**config.mk**
```make
export PLATFORM = sky130hd
export DESIGN_NAME = sorted_unique_set_insert
export DESIGN_NICKNAME = d
export VERILOG_FILES = /design/src/rtl/sus_pkg.sv /design/src/rtl/sus_cell.sv /design/src/rtl/sorted_unique_set_insert.sv
export SDC_FILE = /design/constraint.sdc
export NUM_CORES = 2
export LEC_CHECK = 0
export BUFFER_PORTS_ARGS = -buffer_cell sky130_fd_sc_hd__clkbuf_2
export CORE_MARGIN = 2
export CORE_UTILIZATION = 65
export DETAILED_ROUTE_END_ITERATION = 10
export MAX_ROUTING_LAYER = met4
export PLACE_DENSITY = 0.79
export SLEW_MARGIN = 15
export SYNTH_ARGS = -nofsm -noshare
export SYNTH_HDL_FRONTEND = slang
export SYNTH_SLANG_ARGS = --single-unit
```
**constraint.sdc**
```tcl
create_clock -name clk -period 7.9 [get_ports clk]
set_clock_uncertainty 0.05 [all_clocks]
set_input_delay 1.58 -clock clk [delete_from_list [all_inputs] [get_ports clk]]
set_output_delay 1.58 -clock clk [all_outputs]
set_load 0.05 [all_outputs]
```
**src/rtl/sus_pkg.sv**
```systemverilog
// Shared types and constants for the sorted unique set.
// Holds the action codes, the fixed field widths and the result layout.
// No dependencies.
`default_nettype none

package sus_pkg;

    localparam int VALUE_W = 32;
    localparam int RANK_W  = 5;
    localparam int COUNT_W = 6;

    typedef enum logic [1:0] {
        ACT_INSERT = 2'd0,
        ACT_CLEAR  = 2'd1,
        ACT_READ   = 2'd2
    } action_t;

    // Per-cell status handed back to the top level.
    typedef struct packed {
        logic ge;   // cell is at or beyond the insertion point
        logic eq;   // cell holds the key
    } cell_flags_t;

    // Result item, entry_value in the lowest bits.
    typedef struct packed {
        logic [COUNT_W-1:0] count;
        logic               full_res;
        logic               duplicate;
        logic               inserted;
        logic               entry_valid;
        logic [VALUE_W-1:0] entry_value;
    } result_t;

endpackage

`default_nettype wire

```
**src/rtl/sus_cell.sv**
```systemverilog
// One storage cell of the sorted chain.
// Compares its entry with the key and takes the key or its left neighbour's
// entry on an insert. Depends on sus_pkg.
`default_nettype none

module sus_cell #(
    parameter int VALUE_BITS = 32
) (
    input  wire logic                  clk,
    input  wire logic                  occupied,
    input  wire logic                  left_ge,
    input  wire logic [VALUE_BITS-1:0] left_val,
    input  wire logic [VALUE_BITS-1:0] key,
    input  wire logic                  shift_en,
    output logic      [VALUE_BITS-1:0] stored_val,
    output sus_pkg::cell_flags_t       flags
);

    logic [VALUE_BITS-1:0] stored_reg;
    logic [VALUE_BITS-1:0] stored_next;

    always_comb
    begin
        flags.ge = !(occupied && (stored_reg < key));
        flags.eq = occupied && (stored_reg == key);
    end

    // Cells past the insertion point move up by one; the cell at the
    // insertion point takes the key. Cells below it keep their entry.
    always_comb
    begin
        stored_next = stored_reg;
        if (shift_en)
        begin
            priority if (left_ge)
                stored_next = left_val;
            else if (flags.ge)
                stored_next = key;
            else
                stored_next = stored_reg;
        end
    end

    always_ff @(posedge clk)
    begin
        stored_reg <= stored_next;
    end

    assign stored_val = stored_reg;

endmodule

`default_nettype wire

```
**src/rtl/sorted_unique_set_insert.sv**
```systemverilog
// Sorted unique set, top level: a chain of compare-and-shift cells.
// The result of an item is registered; m_tvalid rises in the cycle after it is accepted.
// One item per cycle unless m_tready stalls; all cells compare and shift in the same cycle.
// An output register holds the result while the next item is taken.
// Reset clears the count and the output valid; stored entries stay undefined.
// Depends on sus_pkg and sus_cell.
`default_nettype none

module sorted_unique_set_insert #(
    parameter int CAPACITY   = 32,
    parameter int VALUE_BITS = 32
) (
    input  wire logic        clk,
    input  wire logic        rst_n,
    input  wire logic        s_tvalid,
    output logic             s_tready,
    input  wire logic [39:0] s_tdata,   // value[31:0], rank[36:32], zero fill
    input  wire logic [1:0]  s_tuser,   // action[1:0]
    output logic             m_tvalid,
    input  wire logic        m_tready,
    output logic      [47:0] m_tdata    // entry_value[31:0], entry_valid[32], inserted[33],
                                        // duplicate[34], full_res[35], count[41:36], zero fill
);

    localparam int CW   = $clog2(CAPACITY + 1);
    localparam int IW   = $clog2(CAPACITY);
    localparam int CMPW = (CW > sus_pkg::RANK_W) ? CW : sus_pkg::RANK_W;

    logic [CW-1:0]          count_reg;
    logic [CW-1:0]          count_next;
    logic                   m_tvalid_reg;
    sus_pkg::result_t       res_reg;
    sus_pkg::result_t       res_next;

    logic                   accept;
    sus_pkg::action_t       act;
    logic [VALUE_BITS-1:0]  key;
    logic [sus_pkg::RANK_W-1:0] rank;
    logic                   commit;
    logic                   dup_any;
    logic                   set_full;
    logic                   rank_ok;

    logic [VALUE_BITS-1:0]  cell_val [CAPACITY];
    sus_pkg::cell_flags_t   cell_flags [CAPACITY];
    logic [CAPACITY-1:0]    eq_vec;

    assign s_tready = !m_tvalid_reg || m_tready;
    assign accept   = s_tvalid && s_tready;
    assign act      = sus_pkg::action_t'(s_tuser);
    assign key      = VALUE_BITS'(s_tdata[31:0]);
    assign rank     = s_tdata[36:32];

    genvar i;
    generate
        for (i = 0; i < CAPACITY; i++)
        begin : g_cell
            logic                  left_ge;
            logic [VALUE_BITS-1:0] left_val;

            if (i == 0)
            begin : g_first
                assign left_ge  = 1'b0;
                assign left_val = key;
            end
            else
            begin : g_rest
                assign left_ge  = cell_flags[i-1].ge;
                assign left_val = cell_val[i-1];
            end

            sus_cell #(
                .VALUE_BITS(VALUE_BITS)
            ) u_cell (
                .clk        (clk),
                .occupied   (CW'(i) < count_reg),
                .left_ge    (left_ge),
                .left_val   (left_val),
                .key        (key),
                .shift_en   (commit),
                .stored_val (cell_val[i]),
                .flags      (cell_flags[i])
            );

            assign eq_vec[i] = cell_flags[i].eq;
        end
    endgenerate

    assign dup_any  = |eq_vec;
    assign set_full = (count_reg == CW'(CAPACITY));
    assign commit   = accept && (act == sus_pkg::ACT_INSERT) && !dup_any && !set_full;
    assign rank_ok  = CMPW'(rank) < CMPW'(count_reg);

    always_comb
    begin
        count_next = count_reg;
        res_next   = '0;
        unique case (act)
            sus_pkg::ACT_INSERT:
            begin
                if (dup_any)
                    res_next.duplicate = 1'b1;
                else if (set_full)
                    res_next.full_res = 1'b1;
                else
                begin
                    res_next.inserted = 1'b1;
                    count_next        = count_reg + CW'(1);
                end
            end
            sus_pkg::ACT_CLEAR:
                count_next = '0;
            sus_pkg::ACT_READ:
            begin
                if (rank_ok)
                begin
                    res_next.entry_valid = 1'b1;
                    res_next.entry_value = sus_pkg::VALUE_W'(cell_val[IW'(rank)]);
                end
            end
            default:
                count_next = count_reg;
        endcase
        res_next.count = sus_pkg::COUNT_W'(count_next);
    end

    always_ff @(posedge clk or negedge rst_n)
    begin
        if (!rst_n)
        begin
            count_reg    <= '0;
            m_tvalid_reg <= 1'b0;
        end
        else
        begin
            if (accept)
            begin
                count_reg    <= count_next;
                m_tvalid_reg <= 1'b1;
            end
            else if (m_tready)
            begin
                m_tvalid_reg <= 1'b0;
            end
        end
    end

    always_ff @(posedge clk)
    begin
        if (accept)
            res_reg <= res_next;
    end

    assign m_tvalid = m_tvalid_reg;
    assign m_tdata  = {6'b0, res_reg};

    a_count_bound: assert property (@(posedge clk) disable iff (!rst_n)
        count_reg <= CW'(CAPACITY))
        else $error("entry count above capacity");

    a_flags_excl: assert property (@(posedge clk) disable iff (!rst_n)
        m_tvalid |-> $onehot0({res_reg.inserted, res_reg.duplicate, res_reg.full_res,
                               res_reg.entry_valid}))
        else $error("result flags not mutually exclusive");

    a_insert_count: assert property (@(posedge clk) disable iff (!rst_n)
        commit |=> (count_reg == $past(count_reg) + CW'(1)))
        else $error("insert did not advance the count");

    a_stall: assert property (@(posedge clk) disable iff (!rst_n)
        !s_tready |-> (m_tvalid && !m_tready))
        else $error("input stalled without a blocked result");

endmodule

`default_nettype wire
```
==> flow_metrics.py <==
metrics = {
    "floorplan": {
        "rows": 125,
        "initial_core_util": 0.6571,
        "die_w_um": 347.2,
        "chipHeight_um": 347.2,
        "coreArea_um2": 116500,
        "ios": 96,
        "dieArea_um2": 120600,
    },
    "run_status": {
        "status": "complete, no violations",
    },
    "worst_setup_path": {
        "cp.required_ns": 8.29,
        "crit_slowest_cell": "a21boi_0",
        "crit_type": "flop to flop",
        "max_stage_delay_ns": 0.99,
        "crit_path_start_kind": "flop",
        "cp_max_fo": 26,
        "crit_path_end_kind": "flop",
        "cp_cell_sequence": "inv_1, ha_1, nand2b_1, a21boi_0, or3_1, o2111ai_1, nor4_2, nand2_2, or4_4, a21oi_4, buf_4",
        "critPathArrivalTime_ns": 6.87,
    },
    "drt": {
        "avgRoutedWirePerCell_um": 34.05,
        "dr.pass1.iters": 6,
        "postRouteAntennaNets": 0,
        "vias": 56170,
        "drtIter0Drc": 8034,
        "drc_errors": 0,
        "routed_wl_um": 258500,
        "vias_per_cell": 7.399,
    },
    "cells_and_area": {
        "fin_nets": 7020,
        "drive_gt1_frac": 0.3043,
        "fillers": 7815,
        "mostFrequentLayoutCell": "edfxtp_1",
        "post-route-util": 0.7236,
        "largest_reg_flops": 1024,
        "fin_area_um2": 84310,
        "layout.cells.non_filler": 7591,
        "area_growth_pct": 10.12,
        "layout_common_cells": "edfxtp_1, ha_1, mux2_2",
    },
    "logic_synthesis": {
        "synth_top_flop_cell": "edfxtp_1",
        "synth_edf_count": 1066,
        "synth_cells": 5808,
        "ys_types": 82,
        "yosysWarnings": 0,
        "ys_top_cells_by_area": "edfxtp_1, ha_1, mux2_2, mux4_2, nand4_1",
        "syn_area_um2": 76570,
        "yosysSeqAreaShare": 0.4204,
        "synthArstFlopShare": 0.006524,
        "yosysTopAreaCell": "edfxtp_1",
        "yosys_register_bits": 1073,
        "avgSynthCellArea_um2": 13.18,
        "synth.top_cell.area_share": 0.4181,
    },
    "power": {
        "p_leak_nw": 31.78,
        "power_density_nw_per_um2": 195.8,
        "ir_drop_v": 0.0001941,
    },
    "timing": {
        "rsz0062_at_grt": "no",
        "worst_pin_slew_ns": 1.290,
        "maxSlewHeadroom": 0.1310,
        "finalSetupViolations": 0,
        "max_freq_mhz": 154.3,
        "finalCriticalPeriod_ns": 6.480,
        "fin_crit_sh": 0.8202,
        "setup_slack_ns": 1.420,
        "slew_violations": 0,
        "finalSetupTns_ns": 0,
        "hold_violations": 0,
    },
    "clock_tree": {
        "cts_tree": "done",
        "hold_buffers": 0,
        "post_cts_resized": 0,
        "clock-sinks": 1073,
        "clkTransAtPathRegs_ns": 0.06,
        "clockRootBuffer": "clkbuf_16",
        "postCtsSetupBuffers": 0,
        "cts_buffers": 118,
        "clock_latency_ns": 0.77,
        "htreeDepth": 3,
        "clockBufferDepth": 3,
    },
    "placed_design": {
        "pre_cts_ws_ns": 1.096,
        "hpwlAfterDp_um": 195900,
        "portBuffers": 86,
        "place_area_um2": 80130,
        "dp.cells": 7340,
        "place.gp.congestion": 1.070,
    },
    "global_route": {
        "grt_first_pass_wirelength_um": 374800,
        "grtUsageTotal": 0.4397,
        "antenna_found_initial": 18,
        "grt_max_degree": 71,
        "grt_overflow": 0,
        "grt_pass1_vias": 53340,
    },
    "hold_path": {
        "hp-class": "flop to flop",
    },
    "job": {
        "drv_cap": 0,
    },
}
## per-stage QoR
| stage | power (W) | hold slack (ns) |
|---|---|---|
| finish | 0.01651 | 0.4969 |
| global route | 0.01692 | 0.5541 |
| floorplan | 0.009400 | 0.5084 |
| detailed placement | 0.01067 | 0.4815 |
| global placement | 0.01056 | 0.4658 |
| CTS | 0.01637 | 0.5036 |
## where the power goes
group | internal, W | switching (W)
logic | 0.00160 | 0.00222
registers | 0.00669 | 0.000211
clock network | 0.00328 | 0.00251
total | 0.0116 | 0.00494
## cells in the mapped netlist (all sizes together) (21+ instances only)
library cell  count
clkbuf          232
o21a             39
edfxtp         1066
a21o            178
mux2            961
nand4           288
buf              75
a31oi            21
nor2            257
nand3            46
ha             1031
a21oi           270
mux2i            35
o211ai           53
mux4            320
inv              90
nand2           130
nor2b            84
nor4             31
a211oi           50
nor3             66
o21ai           266
## worst max-delay path: cells and delay by family, from the launching register on
kind | cells | cell delay, ns
AO/OA/AOI/OAI | 3 | 2.33
adder cells (fa/ha/maj) | 1 | 0.37
buffers and inverters | 2 | 0.74
flip-flops | 1 | 0.37
AND/OR/NAND/NOR | 5 | 2.25
## cell families after synthesis
logic type / Yosys count / synth area share
adders and majority gates: 1031 / 0.1685
and+or+nand+nor: 976 / 0.06690
DFF: 1073 / 0.4204
other: 1 / 0.00004898
muxes: 1316 / 0.2400
AOI/OAI and AO/OA: 1013 / 0.08375
buffers and inverters: 398 / 0.02041
## per-layer routing
layer | global-route usage | vias up | routed length (µm)
li1 | - | 23920 | -
met1 | 0.6138 | 28050 | 104200
met2 | 0.5942 | 3656 | 107000
met3 | 0.1418 | 543 | 34730
met4 | 0.1722 | 0 | 12520
met5 | - | - | 0
## final timing paths
check | start | to | slack, ns | cells past startpoint
setup / recovery | count_reg[1] | g_cell[22].u_cell.stored_val[8] | 1.42 | 11
hold / removal | m_tvalid | m_tvalid | 0.50 | 2
setup reg to reg | count_reg[1] | g_cell[22].u_cell.stored_val[8] | 1.42 | 11
hold reg to reg | m_tvalid | m_tvalid | 0.50 | 2
max in group asynchronous | rst_n | count_reg[2] | 6.81 | 1
min in group asynchronous | rst_n | m_tvalid | 0.69 | 1
## final cells by class
cell class	count	area [µm²]	share of cell area
Inverter	91	341.6	0.004051
Multi-Input combinational cell	4342	43310	0.5137
Tap cell	1524	1907	0.02262
Clock inverter	80	800.8	0.009498
Clock buffer	141	3131	0.03713
Sequential cell	1073	32190	0.3818
Timing Repair Buffer	317	2580	0.03060
Antenna cell	23	57.56	0.0006827
Power figures use the tool's default switching activity.
